<file path="config.mk">
export PLATFORM = sky130hd
export DESIGN_NAME = chebyshev_series_evaluator
export DESIGN_NICKNAME = d
export VERILOG_FILES = /design/src/sv/cse_pkg.sv /design/src/sv/chebyshev_series_evaluator.sv /design/src/sv/cse_coef_ram.sv /design/src/sv/cse_map_div.sv
export SDC_FILE = /design/constraint.sdc
export NUM_CORES = 2
export LEC_CHECK = 0
export ABC_AREA = 0
export BUFFER_PORTS_ARGS = -buffer_cell sky130_fd_sc_hd__buf_2
export CAP_MARGIN = 20
export CORE_MARGIN = 8
export CORE_UTILIZATION = 25
export DETAILED_ROUTE_END_ITERATION = 8
export GPL_TIMING_DRIVEN = 0
export PLACE_DENSITY_LB_ADDON = 0.12
export SYNTH_ARGS = -nofsm -noshare
export SYNTH_HDL_FRONTEND = slang
export SYNTH_SLANG_ARGS = --single-unit
</file>
<file path="constraint.sdc">
create_clock -name clock -period 11.8 [get_ports clock]
set_input_delay 1.18 -clock clock [delete_from_list [all_inputs] [get_ports clock]]
set_output_delay 1.18 -clock clock [all_outputs]
set_load 0.02 [all_outputs]
</file>
<file path="src/sv/cse_pkg.sv">
package cse_pkg;

   // datapath format
   localparam int DATA_W     = 32;
   localparam int FRAC_BITS  = 16;
   localparam int MAX_TERMS  = 16;
   localparam int COEF_IDX_W = $clog2(MAX_TERMS);
   localparam int TERM_CNT_W = 5;

   // mapping divider widths
   localparam int NUM_W     = DATA_W + 3;
   localparam int DEN_W     = DATA_W + 1;
   localparam int DIV_STEPS = DATA_W / 2;

   // recurrence accumulator width
   localparam int ACC_W = 2 * DATA_W + 2;

   // configuration register indexes
   localparam int CSR_IDX_W = 2;
   localparam logic [CSR_IDX_W-1:0] CSR_DOMAIN_LOW  = 2'd0;
   localparam logic [CSR_IDX_W-1:0] CSR_DOMAIN_HIGH = 2'd1;
   localparam logic [CSR_IDX_W-1:0] CSR_TERM_COUNT  = 2'd2;

   // request actions
   localparam logic ACT_LOAD = 1'b0;
   localparam logic ACT_EVAL = 1'b1;

   // reset values of the configuration registers
   localparam logic signed [DATA_W-1:0]   DOMAIN_LOW_RST  = 32'shFFFF_0000;
   localparam logic signed [DATA_W-1:0]   DOMAIN_HIGH_RST = 32'sh0001_0000;
   localparam logic [TERM_CNT_W-1:0]      TERM_COUNT_RST  = 5'd1;

   // saturation bounds
   localparam logic signed [DATA_W-1:0] SAT_MAX = {1'b0, {(DATA_W-1){1'b1}}};
   localparam logic signed [DATA_W-1:0] SAT_MIN = {1'b1, {(DATA_W-1){1'b0}}};

   // mapped point handed from the divider to the sequencer
   typedef struct packed {
      logic              done;
      logic              sat;
      logic [DATA_W-1:0] y;
   } cse_map_type;

endpackage

</file>
<file path="src/sv/chebyshev_series_evaluator.sv">
// Chebyshev series evaluator, Clenshaw recurrence in Q15.16 fixed point.
// Request channel (req_): a load request writes req_coef_value into slot
// req_coef_index of the coefficient table and is done in the cycle it is
// accepted; an evaluate request maps req_point onto [-1,1] and sums the
// first term_count coefficients. Only evaluate requests give a response.
// Response channel (rsp_): value, saturation flag, domain error flag and a
// copy of req_batch_end. Configuration (csr_) is ready whenever reset is
// low; write it only while no evaluation is in flight.
// An evaluation runs the mapping divider at two quotient bits a cycle,
// reads the first coefficient, then for each of n = min(term_count, 16)
// terms (at least 1) reads, multiplies and accumulates around the single
// multiplier, and finally loads the output register. A zero-width domain
// skips the divider and the recurrence. An evaluation must finish before
// the next request is accepted; load requests are taken one a cycle while
// no evaluation is in flight.
// A finished response sits in the output register, so the next request is
// taken while it waits; if the receiver stalls with a response still held,
// the next evaluation waits at its end until the register frees. Reset
// restores the domain to [-1,1] and term_count to 1; the table is not cleared.
module chebyshev_series_evaluator (
   input  logic                                 clock,
   input  logic                                 reset,
   input  logic                                 req_valid,
   output logic                                 req_ready,
   input  logic                                 req_action,
   input  logic [cse_pkg::COEF_IDX_W-1:0]       req_coef_index,
   input  logic signed [cse_pkg::DATA_W-1:0]    req_coef_value,
   input  logic signed [cse_pkg::DATA_W-1:0]    req_point,
   input  logic                                 req_batch_end,
   output logic                                 rsp_valid,
   input  logic                                 rsp_ready,
   output logic signed [cse_pkg::DATA_W-1:0]    rsp_series_value,
   output logic                                 rsp_saturated,
   output logic                                 rsp_domain_error,
   output logic                                 rsp_batch_end_out,
   input  logic                                 csr_valid,
   output logic                                 csr_ready,
   input  logic [cse_pkg::CSR_IDX_W-1:0]        csr_index,
   input  logic [cse_pkg::DATA_W-1:0]           csr_data
);
   import cse_pkg::*;

   typedef enum logic [2:0] {
      ST_IDLE, ST_MAP, ST_READ, ST_MUL, ST_ACC, ST_DONE
   } state_type;

   state_type                  state_ff;
   logic signed [DATA_W-1:0]   domain_low_ff;
   logic signed [DATA_W-1:0]   domain_high_ff;
   logic [TERM_CNT_W-1:0]      term_count_ff;
   logic signed [DATA_W-1:0]   y_ff;
   logic signed [DATA_W-1:0]   b1_ff;
   logic signed [DATA_W-1:0]   b2_ff;
   logic signed [2*DATA_W-1:0] prod_ff;
   logic signed [DATA_W-1:0]   coef_ff;
   logic [COEF_IDX_W-1:0]      k_ff;
   logic                       sat_ff;
   logic                       batch_ff;
   logic signed [DATA_W-1:0]   res_value_ff;
   logic                       res_sat_ff;
   logic                       res_err_ff;
   logic                       rsp_valid_ff;
   logic signed [DATA_W-1:0]   rsp_value_ff;
   logic                       rsp_sat_ff;
   logic                       rsp_err_ff;
   logic                       rsp_batch_ff;

   logic                       req_fire;
   logic                       load_fire;
   logic                       eval_fire;
   logic                       domain_err;
   logic                       map_start;
   cse_map_type                map_res;
   logic [COEF_IDX_W-1:0]      rd_addr;
   logic [DATA_W-1:0]          rd_data;
   logic [TERM_CNT_W-1:0]      term_m1;
   logic [COEF_IDX_W-1:0]      k_in;
   logic                       last_term;
   logic signed [2*DATA_W-1:0] prod_sh;
   logic signed [DATA_W-1:0]   coef_term;
   logic signed [ACC_W-1:0]    acc_in;
   logic                       clip_hi;
   logic                       clip_lo;
   logic signed [DATA_W-1:0]   b0_in;

   // handshakes
   assign req_ready = (state_ff == ST_IDLE) & ~reset;
   assign csr_ready = ~reset;
   assign req_fire  = req_valid & req_ready;
   assign load_fire = req_fire & (req_action == ACT_LOAD);
   assign eval_fire = req_fire & (req_action == ACT_EVAL);
   assign domain_err = (domain_low_ff == domain_high_ff);
   assign map_start  = eval_fire & ~domain_err;

   // coefficient table
   cse_coef_ram u_coef_ram (
      .clock   (clock),
      .wr_en   (load_fire),
      .wr_addr (req_coef_index),
      .wr_data (req_coef_value),
      .rd_addr (rd_addr),
      .rd_data (rd_data)
   );

   // point mapping onto [-1,1]
   cse_map_div u_map_div (
      .clock       (clock),
      .reset       (reset),
      .start       (map_start),
      .point       (req_point),
      .domain_low  (domain_low_ff),
      .domain_high (domain_high_ff),
      .map_out     (map_res)
   );

   // highest coefficient index used, clamped to the table
   always_comb begin
      term_m1 = term_count_ff - 1'b1;
      if (term_count_ff == '0) begin
         k_in = '0;
      end else if (term_count_ff > TERM_CNT_W'(MAX_TERMS)) begin
         k_in = COEF_IDX_W'(MAX_TERMS - 1);
      end else begin
         k_in = term_m1[COEF_IDX_W-1:0];
      end
   end

   // read ahead the next coefficient while accumulating
   assign rd_addr = (state_ff == ST_ACC) ? (k_ff - 1'b1) : k_ff;

   // recurrence step, or the closing step when on c0
   always_comb begin
      last_term = (k_ff == '0);
      prod_sh   = last_term ? (prod_ff >>> FRAC_BITS) : (prod_ff >>> (FRAC_BITS - 1));
      coef_term = last_term ? (coef_ff >>> 1) : coef_ff;
      acc_in    = $signed({{(ACC_W-2*DATA_W){prod_sh[2*DATA_W-1]}}, prod_sh})
                - $signed({{(ACC_W-DATA_W){b2_ff[DATA_W-1]}}, b2_ff})
                + $signed({{(ACC_W-DATA_W){coef_term[DATA_W-1]}}, coef_term});
      clip_hi   = ~acc_in[ACC_W-1] & (acc_in[ACC_W-1:DATA_W-1] != '0);
      clip_lo   = acc_in[ACC_W-1] & (acc_in[ACC_W-1:DATA_W-1] != '1);
      if (clip_hi) begin
         b0_in = SAT_MAX;
      end else if (clip_lo) begin
         b0_in = SAT_MIN;
      end else begin
         b0_in = acc_in[DATA_W-1:0];
      end
   end

   // sequencer, configuration and response register
   always_ff @(posedge clock) begin
      if (reset) begin
         state_ff       <= ST_IDLE;
         rsp_valid_ff   <= 1'b0;
         domain_low_ff  <= DOMAIN_LOW_RST;
         domain_high_ff <= DOMAIN_HIGH_RST;
         term_count_ff  <= TERM_COUNT_RST;
      end else begin
         // configuration writes
         if (csr_valid) begin
            case (csr_index)
               CSR_DOMAIN_LOW:  domain_low_ff  <= csr_data;
               CSR_DOMAIN_HIGH: domain_high_ff <= csr_data;
               CSR_TERM_COUNT:  term_count_ff  <= csr_data[TERM_CNT_W-1:0];
               default: ;
            endcase
         end

         // response taken with nothing ready to replace it
         if (rsp_valid_ff && rsp_ready && (state_ff != ST_DONE)) begin
            rsp_valid_ff <= 1'b0;
         end

         case (state_ff)
            ST_IDLE: begin
               if (eval_fire) begin
                  batch_ff <= req_batch_end;
                  if (domain_err) begin
                     res_value_ff <= '0;
                     res_sat_ff   <= 1'b0;
                     res_err_ff   <= 1'b1;
                     state_ff     <= ST_DONE;
                  end else begin
                     state_ff <= ST_MAP;
                  end
               end
            end
            ST_MAP: begin
               if (map_res.done) begin
                  y_ff     <= map_res.y;
                  sat_ff   <= map_res.sat;
                  b1_ff    <= '0;
                  b2_ff    <= '0;
                  k_ff     <= k_in;
                  state_ff <= ST_READ;
               end
            end
            ST_READ: begin
               state_ff <= ST_MUL;
            end
            ST_MUL: begin
               prod_ff  <= y_ff * b1_ff;
               coef_ff  <= rd_data;
               state_ff <= ST_ACC;
            end
            ST_ACC: begin
               if (last_term) begin
                  res_value_ff <= b0_in;
                  res_sat_ff   <= sat_ff | clip_hi | clip_lo;
                  res_err_ff   <= 1'b0;
                  state_ff     <= ST_DONE;
               end else begin
                  b2_ff    <= b1_ff;
                  b1_ff    <= b0_in;
                  sat_ff   <= sat_ff | clip_hi | clip_lo;
                  k_ff     <= k_ff - 1'b1;
                  state_ff <= ST_MUL;
               end
            end
            ST_DONE: begin
               if (!rsp_valid_ff || rsp_ready) begin
                  rsp_valid_ff <= 1'b1;
                  rsp_value_ff <= res_value_ff;
                  rsp_sat_ff   <= res_sat_ff;
                  rsp_err_ff   <= res_err_ff;
                  rsp_batch_ff <= batch_ff;
                  state_ff     <= ST_IDLE;
               end
            end
            default: begin
               state_ff <= ST_IDLE;
            end
         endcase
      end
   end

   assign rsp_valid         = rsp_valid_ff;
   assign rsp_series_value  = rsp_value_ff;
   assign rsp_saturated     = rsp_sat_ff;
   assign rsp_domain_error  = rsp_err_ff;
   assign rsp_batch_end_out = rsp_batch_ff;

endmodule

</file>
<file path="src/sv/cse_coef_ram.sv">
module cse_coef_ram (
   input  logic                             clock,
   input  logic                             wr_en,
   input  logic [cse_pkg::COEF_IDX_W-1:0]   wr_addr,
   input  logic [cse_pkg::DATA_W-1:0]       wr_data,
   input  logic [cse_pkg::COEF_IDX_W-1:0]   rd_addr,
   output logic [cse_pkg::DATA_W-1:0]       rd_data
);
   import cse_pkg::*;

   logic [DATA_W-1:0] mem [MAX_TERMS];
   logic [DATA_W-1:0] rd_data_ff;

   // single write port, registered read port
   always_ff @(posedge clock) begin
      if (wr_en) begin
         mem[wr_addr] <= wr_data;
      end
      rd_data_ff <= mem[rd_addr];
   end

   assign rd_data = rd_data_ff;

endmodule

</file>
<file path="src/sv/cse_map_div.sv">
module cse_map_div (
   input  logic                               clock,
   input  logic                               reset,
   input  logic                               start,
   input  logic signed [cse_pkg::DATA_W-1:0]  point,
   input  logic signed [cse_pkg::DATA_W-1:0]  domain_low,
   input  logic signed [cse_pkg::DATA_W-1:0]  domain_high,
   output cse_pkg::cse_map_type               map_out
);
   import cse_pkg::*;

   localparam int INT_BITS = DATA_W - FRAC_BITS;
   localparam int CMP_W    = DATA_W + INT_BITS;
   localparam int STEP_W   = $clog2(DIV_STEPS);

   typedef enum logic [1:0] {DIV_IDLE, DIV_PREP, DIV_RUN, DIV_FIN} div_state_type;

   div_state_type            state_ff;
   logic signed [NUM_W-1:0]  num_ff;
   logic signed [DEN_W-1:0]  den_ff;
   logic                     neg_ff;
   logic                     ovf_ff;
   logic [DATA_W-1:0]        divisor_ff;
   logic [DATA_W-1:0]        rem_ff;
   logic [DATA_W-1:0]        low_ff;
   logic [DATA_W-1:0]        quot_ff;
   logic [STEP_W-1:0]        step_ff;

   logic signed [NUM_W-1:0]  num_in;
   logic signed [DEN_W-1:0]  den_in;
   logic signed [NUM_W-1:0]  num_neg;
   logic signed [DEN_W-1:0]  den_neg;
   logic [NUM_W-2:0]         num_abs;
   logic [DATA_W-1:0]        den_abs;
   logic                     ovf_in;
   logic [DATA_W:0]          trial1;
   logic [DATA_W:0]          part1;
   logic [DATA_W:0]          trial2;
   logic [DATA_W:0]          part2;
   logic                     ge1;
   logic                     ge2;
   logic [DATA_W-1:0]        quot_neg;
   logic [DATA_W-1:0]        y_out;
   logic                     sat_out;

   // numerator 2x - lo - hi and denominator hi - lo
   always_comb begin
      num_in = $signed({{(NUM_W-DATA_W-1){point[DATA_W-1]}}, point, 1'b0})
             - $signed({{(NUM_W-DATA_W){domain_low[DATA_W-1]}}, domain_low})
             - $signed({{(NUM_W-DATA_W){domain_high[DATA_W-1]}}, domain_high});
      den_in = $signed({domain_high[DATA_W-1], domain_high})
             - $signed({domain_low[DATA_W-1], domain_low});
   end

   // magnitudes and early overflow test on the quotient
   always_comb begin
      num_neg = -num_ff;
      den_neg = -den_ff;
      num_abs = num_ff[NUM_W-1] ? num_neg[NUM_W-2:0] : num_ff[NUM_W-2:0];
      den_abs = den_ff[DEN_W-1] ? den_neg[DATA_W-1:0] : den_ff[DATA_W-1:0];
      ovf_in  = {{(CMP_W-NUM_W+1){1'b0}}, num_abs} >= {den_abs, {INT_BITS{1'b0}}};
   end

   // two restoring quotient bits per cycle
   always_comb begin
      trial1 = {rem_ff, low_ff[DATA_W-1]};
      ge1    = trial1 >= {1'b0, divisor_ff};
      part1  = ge1 ? (trial1 - {1'b0, divisor_ff}) : trial1;
      trial2 = {part1[DATA_W-1:0], low_ff[DATA_W-2]};
      ge2    = trial2 >= {1'b0, divisor_ff};
      part2  = ge2 ? (trial2 - {1'b0, divisor_ff}) : trial2;
   end

   // sign and clipping of the quotient
   always_comb begin
      quot_neg = '0 - quot_ff;
      y_out    = quot_ff;
      sat_out  = 1'b0;
      if (ovf_ff) begin
         y_out   = neg_ff ? SAT_MIN : SAT_MAX;
         sat_out = 1'b1;
      end else if (neg_ff) begin
         if (quot_ff > SAT_MIN) begin
            y_out   = SAT_MIN;
            sat_out = 1'b1;
         end else begin
            y_out = quot_neg;
         end
      end else if (quot_ff[DATA_W-1]) begin
         y_out   = SAT_MAX;
         sat_out = 1'b1;
      end
   end

   // divider sequencing
   always_ff @(posedge clock) begin
      if (reset) begin
         state_ff <= DIV_IDLE;
      end else begin
         case (state_ff)
            DIV_IDLE: begin
               if (start) begin
                  num_ff   <= num_in;
                  den_ff   <= den_in;
                  state_ff <= DIV_PREP;
               end
            end
            DIV_PREP: begin
               neg_ff     <= num_ff[NUM_W-1] ^ den_ff[DEN_W-1];
               ovf_ff     <= ovf_in;
               divisor_ff <= den_abs;
               rem_ff     <= DATA_W'(num_abs >> INT_BITS);
               low_ff     <= {num_abs[INT_BITS-1:0], {FRAC_BITS{1'b0}}};
               quot_ff    <= '0;
               step_ff    <= '0;
               state_ff   <= DIV_RUN;
            end
            DIV_RUN: begin
               rem_ff  <= part2[DATA_W-1:0];
               low_ff  <= {low_ff[DATA_W-3:0], 2'b00};
               quot_ff <= {quot_ff[DATA_W-3:0], ge1, ge2};
               step_ff <= step_ff + 1'b1;
               if (step_ff == STEP_W'(DIV_STEPS - 1)) begin
                  state_ff <= DIV_FIN;
               end
            end
            DIV_FIN: begin
               state_ff <= DIV_IDLE;
            end
            default: begin
               state_ff <= DIV_IDLE;
            end
         endcase
      end
   end

   assign map_out.done = (state_ff == DIV_FIN);
   assign map_out.sat  = sat_out;
   assign map_out.y    = y_out;

endmodule

</file>
# Yosys cells after proc, flatten, opt, wreduce, memory -nomap -nowiden
# Memories as Yosys holds them, arrays and structs flattened. A register that Yosys moved wholly into a read port is not among the register bits.
# Cells that the tools add are included.
[totals]
reg_bits = 544
n_memories = 1
wordCells = 174
mem_bits_rw = 512
[classes]
mul = 1
n_reduce_logical = 27
n_addsub = 13
n_bitwise = 14
magnitude_cmp = 5
eq_ne = 22
n_mux = 61
[mem_list]
columns = ["memory", "depth", "width", "rd", "rd_clocked_by_memory_dff", "write_ports", "line_no", "source"]
rows = [
  ["u_coef_ram.mem", 16, 32, 1, 1, 1, "cse_coef_ram.sv:11", "logic [DATA_W-1:0] mem [MAX_TERMS];"],
]
[ops]
columns = ["cell", "n"]
rows = [
  ["$mux W32", 15],
  ["$pmux W32 S2", 6],
  ["$ge A33 B32 Y1", 2],
  ["$mul A32 B32 Y64", 1],
  ["$sub A32 B32 Y32", 2],
  ["$mux W31", 2],
  ["$add A50 B32 Y51", 1],
  ["$sub A49 B32 Y50", 1],
  ["$ge A34 B48 Y1", 1],
  ["$mux W48", 1],
  ["$ne A35 B35 Y1 const B", 1],
  ["$reduce_bool A35 Y1", 1],
  ["$sub A34 B32 Y35", 1],
  ["$mux W34", 1],
  ["$neg A34 Y34", 1],
  ["$sub A33 B32 Y34", 1],
  ["$sub A32 B32 Y33", 1],
  ["$eq A32 B32 Y1", 1],
  ["$gt A32 B32 Y1 const B", 1],
  ["$neg A32 Y32", 1],
  ["$sub A1 B32 Y32 const A", 1],
  ["$mux W4", 5],
  ["$pmux W3 S6", 1],
  ["$mux W1", 17],
  ["33 further kinds", 77],
]

# Logic depth before layout (Yosys ltp)
[depth]
depth_word = 10
depth_mapped = 31
ltp_nobuf = 30

# Hierarchy
# A second synthesis with hierarchy kept.
[unflattened]
cells_unflattened = 8023
area_unflattened_um2 = 89943.8
[by_module_without_submodules]
columns = ["mod", "n_inst", "cells_each", "area_per_inst_um2", "seq_area_each_um2"]
rows = [
  ["chebyshev_series_evaluator", 1, 5260, 52370.2, 9028.7],
  ["cse_coef_ram", 1, 838, 19835.3, 16015.4],
  ["cse_map_div", 1, 1925, 17738.3, 5625.4],
]

# Worst setup path before layout
# OpenSTA, ideal clock, no wires.
[synth_path]
kind = "in2reg"
from = "input port reset"
to = "register u_map_div.den_ff[0], enable pin"
required_time_ns = 11.115
setup_ns = 0.685
arrival_time_ns = 9.268
path_stages = 3
path_slack_ns = 1.847
cell_sequence = "nor4_1 > nand3_1 > nor4b_1"
[synth_between]
elab_chain_len = 6
[synth_lines]
columns = ["element", "line_no", "source"]
rows = [
  ["start: declaration", "chebyshev_series_evaluator.sv:22", "input logic reset,"],
  ["$not A1 Y1 (no line) *", "-", ""],
  ["$and A1 B1 Y1", "chebyshev_series_evaluator.sv:87", "assign req_ready = (state_ff == ST_IDLE) & ~reset;"],
  ["$and A1 B1 Y1", "chebyshev_series_evaluator.sv:89", "assign req_fire = req_valid & req_ready;"],
  ["$and A1 B1 Y1", "chebyshev_series_evaluator.sv:91", "assign eval_fire = req_fire & (req_action == ACT_EVAL);"],
  ["$and A1 B1 Y1", "chebyshev_series_evaluator.sv:93", "assign map_start = eval_fire & ~domain_err;"],
  ["$reduce_and A3 Y1 (no line) *", "-", ""],
  ["end signal: assignment", "cse_map_div.sv:104", "den_ff <= den_in;"],
  ["end: declaration", "cse_map_div.sv:20", "logic signed [DEN_W-1:0] den_ff;"],
]
# Mark *: on every way between the ends. The rest lies on a longest branch, timed or not.
# A chain may end at the register's enable or synchronous reset.

# Worst setup path after layout
[layout_path]
from = "register b1_ff[3]"
to = "register prod_ff[63] (data pin)"
[layout_between]
elab_chain_len = 1
[layout_lines]
columns = ["element", "line_no", "source"]
rows = [
  ["start: declaration", "chebyshev_series_evaluator.sv:52", "logic signed [DATA_W-1:0] b1_ff;"],
  ["start signal: assignment", "chebyshev_series_evaluator.sv:214", "b1_ff <= b0_in;"],
  ["$mul A32 B32 Y64", "chebyshev_series_evaluator.sv:202", "prod_ff <= y_ff * b1_ff;"],
  ["end signal: assignment", "chebyshev_series_evaluator.sv:202", ""],
  ["end: declaration", "chebyshev_series_evaluator.sv:54", "logic signed [2*DATA_W-1:0] prod_ff;"],
]
# Every way passes these cells.

==> reports/qor.csv <==
stage,metric,value,unit
synth,yosys.cell_types.count,88,
cts,clkTransAtPathRegs,70,ps
floorplan,start_util,25.1,%
route,wl_per_cell,24.7,µm
synth,syn_nets,9480,
floorplan,core_area,353000,µm²
worst_setup_path,critPathTopFamily,adder cells,
cts,cts_buffers,109,
worst_setup_path,critPathMaxStageDelay,1130,ps
route,drt_pre_antenna_iters,6,
synth,ys_seq_area_share,34.6,%
worst_setup_path,cpMaxStageDelayCell,fa_1,
timing,setup_tns,0,ps
grt,grt_max_degree,32,
synth,syn_area_per_cell,11.4,µm²
grt,grt_pass1_vias,62900,
cts,cts_tree,built,
grt,grt_overflow,0,
synth,synthCells,7782,
cts,cts.sinks,1057,
cts,cts_root_buffer,clkbuf_16,
floorplan,die_w,612,µm
cts,post_cts_buffers,0,
worst_setup_path,arrival,11530,ps
synth,synth-edff-count,950,
cells_and_area,final_area,101000,µm²
floorplan,row_count,218,
cts,cts.repair.resized,0,
pwr,max-vdd-ir-drop,0.128,mV
worst_setup_path,worstSetupStartpointType,flip-flop,
cts,clk_path_buf_depth,3,
timing,final-hold-violation-count,0,
cts,insertion_delay,740,ps
route,final_antenna_net_count,0,
worst_setup_path,path_max_fanout,11,
timing,skew,32.3,ps
synth,yosys_register_bits,1057,
synth,yosysWarnings,0,
cells_and_area,fin_cells,13000,
pwr,power.density,133,nW/µm²
cells_and_area,drive_gt1_share,9.45,%
timing,setup_viol,0,
worst_setup_path,crit_path_end_kind,flip-flop,
floorplan,die_area,374000,µm²
timing,tightest_slew,1240,ps
cells_and_area,fin_nets,9859,
pwr,leakagePower,40.7,nW
cells_and_area,utilization,28.7,%
route,num_vias,58600,
placement,place_inst,12800,
synth,synthesis.area,88700,µm²
synth,synth_flop_cell,edfxtp_1,
synth,ys_async_sr_fraction,0,%
grt,antenna_found_initial,52,
timing,maxSlewViolCount,0,
placement,numPortBuffers,146,
worst_setup_path,critPathBufInv,4,
timing,finalCriticalPeriod,11000,ps
cts,hold_buffers,0,
route,drtIter0Drc,4202,
run_status,outcome,"complete, no violations",
route,drc,0,
cells_and_area,area_growth,14.1,%
cells_and_area,n_fill_cell,36800,
min_path,worstHoldPathType,reg2reg,
floorplan,ios,147,
route,wirelength,322000,µm
timing,max_freq,90.9,MHz
worst_setup_path,cpMostUsedCell,fa_1,
timing,slew_headroom,17.3,%
placement,dp_hpwl,265000,µm
grt,grt_pass1_wl,466000,µm
floorplan,die_h,612,µm
flow_run,drv_cap,0,
timing,rsz0062_at_grt,no,
worst_setup_path,path_class,reg2reg,
worst_setup_path,critical_path_required,12330,ps
route,via_per_inst,4.51,
placement,place_congestion,0.877,
cts,h-tree-depth,3,
grt,grt_use_total,17.1,%
placement,place_area,97200,µm²
timing,period_share,93.2,%
-- area by class of cell --
type,count,area [µm²],share of cell area [%]
clock inverter,68,858,0.848
multi-input combinational,5163,52300,51.7
tap,4730,5920,5.85
timing repair buffer,268,2530,2.50
inverter,1219,4580,4.52
antenna,16,40.0,0.0395
buffer,343,1320,1.31
sequential,1057,30700,30.3
clock buffer,139,3010,2.98
-- through the flow --
step / hold WS [ps] / setup WS (ps) / power (W)
floorplan: 386 / 1850 / 0.00802
global placement: 387 / -4000 / 0.00976
detailed placement: 389 / 715 / 0.00973
CTS: 389 / 666 / 0.0136
global route: 405 / 150 / 0.0143
finish: 393 / 797 / 0.0134
-- sequential cells by signal, indices dropped and copies added (netlist names), 32 cells and up --
signal	cells
u_coef_ram.mem	512
domain_low_ff	32
u_map_div.den_ff	33
prod_ff	49
coef_ff	32
u_map_div.quot_ff	32
res_value_ff	32
u_map_div.divisor_ff	32
rsp_series_value	32
u_map_div.rem_ff	32
u_coef_ram.rd_data	32
u_map_div.num_ff	35
domain_high_ff	32
b1_ff	32
b2_ff	32
y_ff	32
-- where the power goes --
| group | internal, W | switching (W) |
|---|---|---|
| sequential | 0.00441 | 0.0000990 |
| clock | 0.00215 | 0.00159 |
| combinational | 0.00200 | 0.00317 |
| total | 0.00856 | 0.00487 |
-- cell usage after synthesis (11+ instances only) --
cell / instances / area, µm²
mux2i_1: 33 / 330
nand2b_1: 47 / 294
nand3_1: 55 / 275
and3_1: 51 / 319
nor2b_1: 43 / 269
edfxtp_1: 950 / 28500
nor2_1: 279 / 1050
o31ai_1: 32 / 240
o22ai_1: 21 / 131
and4_1: 11 / 96.3
nand4_1: 31 / 194
a221oi_1: 15 / 131
a31o_2: 11 / 96.3
a31oi_1: 29 / 181
o21a_1: 22 / 165
a211oi_1: 21 / 158
xnor2_1: 189 / 1660
a21o_1: 100 / 751
and2_1: 533 / 3330
or4_1: 14 / 105
or3_1: 43 / 269
o21bai_1: 35 / 263
mux2_2: 83 / 935
xor2_1: 102 / 893
o21ai_0: 168 / 841
a21oi_1: 317 / 1590
o211ai_1: 29 / 218
a21boi_0: 11 / 82.6
dfxtp_1: 107 / 2140
ha_1: 424 / 5310
a21oi_2: 11 / 96.3
fa_1: 1165 / 23300
nand2_1: 840 / 3150
clkbuf_1: 312 / 1170
nor4_1: 14 / 87.6
inv_1: 1218 / 4570
mux4_2: 160 / 3600
nor3_1: 72 / 360
or2_2: 12 / 75.1
buf_1: 16 / 60.1
-- worst reg2reg max path, stage by stage (launching register included) --
cell	delay, ps
edfxtp_1	810
clkbuf_1	780
nand2_1	230
fa_1	600
fa_1	580
inv_1	70
fa_2	670
fa_1	1150
inv_1	540
fa_1	620
inv_1	60
fa_1	560
fa_1	460
fa_1	510
ha_1	380
nand2_1	100
or3_1	150
nor3b_1	70
o31ai_1	310
a31o_2	240
o311ai_0	250
nand2_1	200
nor3_1	70
a2111oi_0	730
o21bai_1	210
a21oi_1	240
xnor2_1	210
-- kinds of logic (layout without fill, tap and decap cells) --
family                   after synthesis  after routing  share of synthesized area, %
other                                  0             16                             0
buffers and inverters               1562           2037                          6.65
adder cells (fa/ha/maj)             1589           1589                          32.3
flip-flops                          1057           1057                          34.6
AND/OR/NAND/NOR                     2080           2080                          11.5
AO/OA/AOI/OAI                        927            927                          6.65
XOR/XNOR                             291            291                          2.87
multiplexers                         276            276                          5.49
-- placed cells by master (no fill, tap or decap), drive strengths merged, types with 16 or more instances in the layout --
master     n
nor2b     43
clkinv    42
inv     1224
xor2     102
and2     533
mux4     160
a31oi     29
clkbuf   452
nor3      74
o31ai     32
nor2     279
nand2b    47
nand3     55
mux2      83
diode     16
or3       43
xnor2    189
o211ai    29
fa      1165
mux2i     33
ha       424
o21ai    173
o21a      22
edfxtp   950
a211oi    21
nand2    840
dfxtp    107
o21bai    35
and3      51
o22ai     21
a21oi    328
buf      298
a21o     100
nand4     31
-- layer usage --
layer / up-vias / share of wire, % / track usage (%)
met5: - / 0.054 / 0
li1: 26400 / - / -
met4: 30 / 2.9 / 4.49
met2: 1280 / 47 / 28.5
met3: 330 / 4.4 / 2.26
met1: 30600 / 45 / 23.3
-- worst paths after layout --
kind | startpoint | endpoint | slack [ps] | depth (start not counted)
worst max-delay path | b1_ff[3] | prod_ff[63] | 800 | 26
worst min-delay path | u_coef_ram.rd_data[13] | coef_ff[13] | 390 | 0
worst max register to register | b1_ff[3] | prod_ff[63] | 800 | 26
worst min register to register | u_coef_ram.rd_data[13] | coef_ff[13] | 390 | 0
No activity file was read; power rests on OpenSTA's default activity.
